[src/hdl/assert_macros.svh]
// ----------------------------------------------------------------------------
// Assertion macros
// Shorthand for clocked concurrent assertions on clk_i, disabled in reset.
// ----------------------------------------------------------------------------
`ifndef ASSERT_MACROS_SVH
`define ASSERT_MACROS_SVH

// An expression that holds at every clock edge out of reset.
`define NPSD_ASSERT_ALWAYS(label, expr, msg) \
  label: assert property (@(posedge clk_i) disable iff (!rst_ni) (expr)) else $error(msg);

// A consequent that holds in the same cycle as its antecedent.
`define NPSD_ASSERT_IMPLIES(label, ante, cons, msg) \
  label: assert property (@(posedge clk_i) disable iff (!rst_ni) (ante) |-> (cons)) \
    else $error(msg);

`endif

[src/hdl/npsd_pkg.sv]
// ----------------------------------------------------------------------------
// npsd_pkg
// Types, codes and a shared function of the 2D nearest point search block.
// ----------------------------------------------------------------------------
package npsd_pkg;

  localparam int unsigned COORD_BITS      = 16;
  localparam int unsigned INDEX_BITS      = 8;
  localparam int unsigned SQ_W            = 2 * COORD_BITS + 1;
  localparam int unsigned DIST_W          = 2 * COORD_BITS + 2;
  localparam int unsigned NPSD_MAX_POINTS = 256;
  localparam int unsigned NPSD_CNT_W      = $clog2(NPSD_MAX_POINTS + 1);

  localparam logic [1:0] CMD_CLEAR  = 2'd0;
  localparam logic [1:0] CMD_LOAD   = 2'd1;
  localparam logic [1:0] CMD_QUERY  = 2'd2;
  localparam logic [1:0] CMD_UNUSED = 2'd3;

  localparam logic [1:0] STATUS_OK    = 2'd0;
  localparam logic [1:0] STATUS_FULL  = 2'd1;
  localparam logic [1:0] STATUS_EMPTY = 2'd2;

  typedef enum logic [1:0] {
    ST_IDLE,
    ST_SCAN,
    ST_DRAIN
  } state_e;

  typedef struct packed {
    logic [1:0]                   command;
    logic signed [COORD_BITS-1:0] coord_x;
    logic signed [COORD_BITS-1:0] coord_y;
  } npsd_in_t;

  typedef struct packed {
    logic [1:0]                   status;
    logic [INDEX_BITS-1:0]        nearest_index;
    logic signed [COORD_BITS-1:0] nearest_x;
    logic signed [COORD_BITS-1:0] nearest_y;
    logic [DIST_W-1:0]            distance_squared;
  } npsd_out_t;

  // Write strobe for the point store, broadcast to every cell.
  typedef struct packed {
    logic                         en;
    logic signed [COORD_BITS-1:0] x;
    logic signed [COORD_BITS-1:0] y;
  } npsd_wr_t;

  // Query token walking down the chain. The pending part holds the squares
  // worked out by the previous cell; the best part is the winner so far.
  typedef struct packed {
    logic                         vld;
    logic signed [COORD_BITS-1:0] qx;
    logic signed [COORD_BITS-1:0] qy;
    logic                         pend_vld;
    logic [SQ_W-1:0]              sq_x;
    logic [SQ_W-1:0]              sq_y;
    logic [INDEX_BITS-1:0]        pend_idx;
    logic signed [COORD_BITS-1:0] pend_x;
    logic signed [COORD_BITS-1:0] pend_y;
    logic                         have;
    logic [DIST_W-1:0]            best_d;
    logic [INDEX_BITS-1:0]        best_idx;
    logic signed [COORD_BITS-1:0] best_x;
    logic signed [COORD_BITS-1:0] best_y;
  } npsd_tok_t;

  // Folds the pending candidate into the best so far. A strict compare keeps
  // the lowest index on ties, since candidates arrive in index order.
  function automatic npsd_tok_t tok_fold(npsd_tok_t t);
    npsd_tok_t         r;
    logic [DIST_W-1:0] d;
    r = t;
    d = DIST_W'(t.sq_x) + DIST_W'(t.sq_y);
    if (t.pend_vld && (!t.have || (d < t.best_d))) begin
      r.have     = 1'b1;
      r.best_d   = d;
      r.best_idx = t.pend_idx;
      r.best_x   = t.pend_x;
      r.best_y   = t.pend_y;
    end
    r.pend_vld = 1'b0;
    return r;
  endfunction

endpackage

[src/hdl/npsd_cell.sv]
// ----------------------------------------------------------------------------
// npsd_cell
// One slot of the point chain: stores a point and scores the passing query.
// ----------------------------------------------------------------------------
module npsd_cell #(
  parameter int unsigned CNT_W = npsd_pkg::NPSD_CNT_W,
  parameter int unsigned IDX   = 0
) (
  input  logic                [CNT_W-1:0] count_i,
  input  npsd_pkg::npsd_wr_t              wr_i,
  input  npsd_pkg::npsd_tok_t             tok_i,
  output npsd_pkg::npsd_tok_t             tok_o,
  input  logic                            clk_i,
  input  logic                            rst_ni
);
  import npsd_pkg::*;

  localparam logic [CNT_W-1:0]      SLOT    = CNT_W'(IDX);
  localparam logic [INDEX_BITS-1:0] SLOT_LO = INDEX_BITS'(IDX);

  logic signed [COORD_BITS-1:0] px_q;
  logic signed [COORD_BITS-1:0] py_q;
  logic signed [COORD_BITS:0]   dx;
  logic signed [COORD_BITS:0]   dy;
  logic signed [SQ_W-1:0]       sqx_full;
  logic signed [SQ_W-1:0]       sqy_full;
  npsd_tok_t                    tok_d;
  npsd_tok_t                    tok_q;

  always_ff @(posedge clk_i) begin
    if (wr_i.en && (count_i == SLOT)) begin
      px_q <= wr_i.x;
      py_q <= wr_i.y;
    end
  end

  // The previous cell's squares are added and compared here, while this
  // cell's own squares go into the token register for the next cell.
  always_comb begin
    dx       = (COORD_BITS + 1)'(tok_i.qx) - (COORD_BITS + 1)'(px_q);
    dy       = (COORD_BITS + 1)'(tok_i.qy) - (COORD_BITS + 1)'(py_q);
    sqx_full = dx * dx;
    sqy_full = dy * dy;
    tok_d          = tok_fold(tok_i);
    tok_d.pend_vld = (SLOT < count_i);
    tok_d.sq_x     = sqx_full;
    tok_d.sq_y     = sqy_full;
    tok_d.pend_idx = SLOT_LO;
    tok_d.pend_x   = px_q;
    tok_d.pend_y   = py_q;
  end

  always_ff @(posedge clk_i or negedge rst_ni) begin
    if (!rst_ni) begin
      tok_q <= '0;
    end else begin
      tok_q <= tok_d;
    end
  end

  assign tok_o = tok_q;

endmodule
[config.mk]
export PLATFORM = sky130hd
export DESIGN_NAME = npsd_cell
export DESIGN_NICKNAME = d
export VERILOG_FILES = /design/src/hdl/assert_macros.svh /design/src/hdl/npsd_pkg.sv /design/src/hdl/npsd_cell.sv
export SDC_FILE = /design/constraint.sdc
export NUM_CORES = 2
export LEC_CHECK = 0
export BUFFER_PORTS_ARGS = -buffer_cell sky130_fd_sc_hd__buf_2
export CORE_ASPECT_RATIO = 1.4
export CORE_MARGIN = 1.5
export CORE_UTILIZATION = 54
export CTS_BUF_LIST = sky130_fd_sc_hd__clkbuf_8 sky130_fd_sc_hd__clkbuf_16
export DETAILED_ROUTE_END_ITERATION = 8
export PLACE_DENSITY = 0.8
export SLEW_MARGIN = 25
export SYNTH_ARGS = -nofsm -noshare
export SYNTH_HDL_FRONTEND = slang
export SYNTH_SLANG_ARGS = --single-unit
[constraint.sdc]
create_clock -name clk_i -period 8.3 [get_ports clk_i]
set_input_delay 1.245 -clock clk_i [delete_from_list [all_inputs] [get_ports clk_i]]
set_output_delay 1.245 -clock clk_i [all_outputs]
set_load 0.05 [all_outputs]
==> impl_metrics.csv <==
group,metric,value,unit
outcome,status,"finished with violations",
outcome,violations,"setup timing",
synthesis,synth_cell_type_count,81,
min_path,worstHoldEndpoint,"tok_o[101]",
critical_path,crit_top_cell,"inv_2",
sta,rsz0062_at_grt,"yes",
clock_network,cts_tree,"done",
synthesis,yosysMostFrequentCell,"inv_1",
run,max-cap-violations,0,
synthesis,synth_edf_count,32,
sta,finalHoldViolations,0,
sta,worst-slew-pin-transition,0.915,ns
floorplan,die_h,280,um
route,drt-initial-drc-count,1328,
route,final_antenna_net_count,0,
global_route,grt_max_degree,145,
clock_network,path_clk_slew,0.07,ns
min_path,whs_path_depth,0,
synthesis,synth-main-ff-cell,"dfrtp_1",
synthesis,async_flop_share,86.5,%
sta,min_period,8.42,ns
global_route,grt_pass1_wl,134000,um
synthesis,yosysTopAreaCellShare,36.1,%
synthesis,synth_commonest_cells,"752 x inv_1, 533 x fa_1, 253 x ha_1",
global_route,grt_pass1_vias,26400,
placed_design,place.port_buffers,463,
critical_path,r2r_slack,0.10,ns
floorplan,core_region_area,54100,um2
route,drc,0,
min_path,worstHoldPathType,"reg -> reg",
clock_network,clock-root-buffer,"clkbuf_16",
cells_and_area,area_growth,25.2,%
critical_path,crit_type,"in -> reg",
sta,slew_violations,0,
synthesis,synth_top_cell_by_area,"fa_1",
critical_path,r2r-start,"py_q[1]",
synthesis,ys_seq_area_share,20.6,%
min_path,worstHoldStart,"px_q[10]",
synthesis,syn_area_per_cell,10.2,um2
route,vias,24000,
global_route,antenna_found_initial,10,
placed_design,gp_congestion,0.951,
critical_path,critPathLaunch,"tok_i[182]",
cells_and_area,fill_cells,3906,
global_route,grt-ovfl-total,0,
clock_network,clock_latency,0.59,ns
clock_network,cts.sinks,237,
critical_path,path_max_fanout,3,
sta,setup_violations,3,
sta,layout_setup_ws,-0.121,ns
clock_network,clock_path_buffers,3,
critical_path,cp-start-kind,"primary input",
synthesis,ys_seq_elements,237,
sta,slew_headroom,39.0,%
critical_path,critPathSlowestCell,"fa_1",
cells_and_area,fin_util,68.3,%
global_route,grtUsageTotal,30.9,%
critical_path,crit_required,8.77,ns
route,wl_per_cell,19.5,um
sta,fmax,119,MHz
floorplan,pin_count,474,
clock_network,cts_buffers,25,
synthesis,synthTopCellsByArea,"fa_1 36%, dfrtp_1 17%, ha_1 11%, inv_1 9.6%, edfxtp_1 3.3%",
floorplan,start_util,54.6,%
critical_path,max_stage_delay,0.54,ns
route,totalWireLength,87100,um
clock_network,cts_htree_levels,1,
critical_path,r2r_cells,32,
critical_path,critPathArrivalTime,8.89,ns
clock_network,cts_hold_buf,0,
sta,skew,0.0361,ns
synthesis,syn_inst,2899,
floorplan,num_rows,101,
placed_design,hpwl,70400,um
cells_and_area,drive_above_1_share,29.9,%
route,dr.pass1.iters,6,
route,drt-vias-per-instance,5.38,
synthesis,yosysWarnings,0,
floorplan,die-area,56100,um2
critical_path,endpoint_kind,"register",
critical_path,r2r_end,"tok_o[144]",
cells_and_area,nNetsFinal,4761,
sta,fin_crit_sh,101,%
synthesis,synth_area,29500,um2
floorplan,die_w,201,um
[registers in the layout, summed over array words and instances (netlist names)]
name	cells
px_q	16
py_q	16
tok_o	205
[logic make-up after synthesis]
family                   after synthesis  share of synthesized area, %
flip-flops                           237                          20.6
other                                  1                        0.0127
multiplexers                          76                          2.89
adder cells (fa/ha/maj)              786                          46.9
XOR/XNOR                             128                          3.87
AND/OR/NAND/NOR                      520                          7.50
buffers and inverters                822                          10.6
AO/OA/AOI/OAI                        329                          7.60
[final cells by class]
cell class	count	area (um2)	share of cell area [%]
Sequential cell	237	6090	16.5
Clock buffer	29	692	1.87
Inverter	768	2890	7.82
Clock inverter	17	185	0.501
Tap cell	721	902	2.44
Multi-Input combinational cell	1849	21000	56.8
Timing Repair Buffer	835	5190	14.0
Antenna cell	6	15.0	0.0406
[critical path, delay by kind of cell]
| kind | cells | cell delay, ns |
|---|---|---|
| compound gates | 10 | 2.34 |
| xor+xnor | 2 | 0.39 |
| fa+ha+maj | 8 | 3.46 |
| buf+inv | 9 | 0.73 |
| simple gates | 5 | 0.74 |
[worst max-delay path by stage]
stage | end | slack, ns | cells after the start
4_1_cts | tok_o[146] | 0.005 | 33
3_5_place_dp | tok_o[144] | -0.70 | 30
6_report | tok_o[144] | -0.12 | 34
5_1_grt | tok_o[147] | -0.44 | 35
2_1_floorplan | tok_o[178] | -0.01 | 31
3_3_place_gp | tok_o[177] | -0.41 | 34
[cell usage in the layout (no fill, tap or decap), types with 32 or more instances in the layout]
master	Yosys	routed
xnor2_1	96	91
inv_2	7	33
nand2_1	195	185
nor2_1	212	198
inv_1	752	730
buf_2	10	460
fa_1	533	522
o21ai_0	58	46
dfrtp_1	205	205
buf_4	10	364
mux2_2	74	74
a21oi_1	102	89
ha_1	253	239
a21o_1	40	40
edfxtp_1	32	32
[per-layer routing]
metal / up-vias / wire length, um / GRT usage, %
met5: - / 27 / 0
li1: 10500 / - / -
met1: 12000 / 28200 / 32.1
met4: 4 / 7170 / 21.2
met2: 1145 / 45800 / 56.9
met3: 423 / 5960 / 5.15
[metrics by stage]
step	hold slack [ns]	setup WS, ns	cells	cell area [um2]	TNS, ns
final	0.388	-0.121	4462	37000	-0.242
after detailed placement	0.370	-0.696	4376	35300	-13.17
after floorplan	0.355	-0.0113	2908	29700	-0.0113
after global routing	0.396	-0.443	4461	37000	-5.71
after CTS	0.389	0.00513	4422	36100	0
after global placement	0.359	-0.412	4376	35300	-6.98
[what timing repair did]
| item | in CTS | in global routing |
|---|---|---|
| buffers inserted | 0 | 35 |
| setup endpoints to repair | 9 | 23 |
| gates resized for setup | 4 | 148 |
| pin swaps | 2 | 115 |
Power is not shown: default switching activity piles up to over one toggle a cycle in this logic, so the estimate is an artifact.
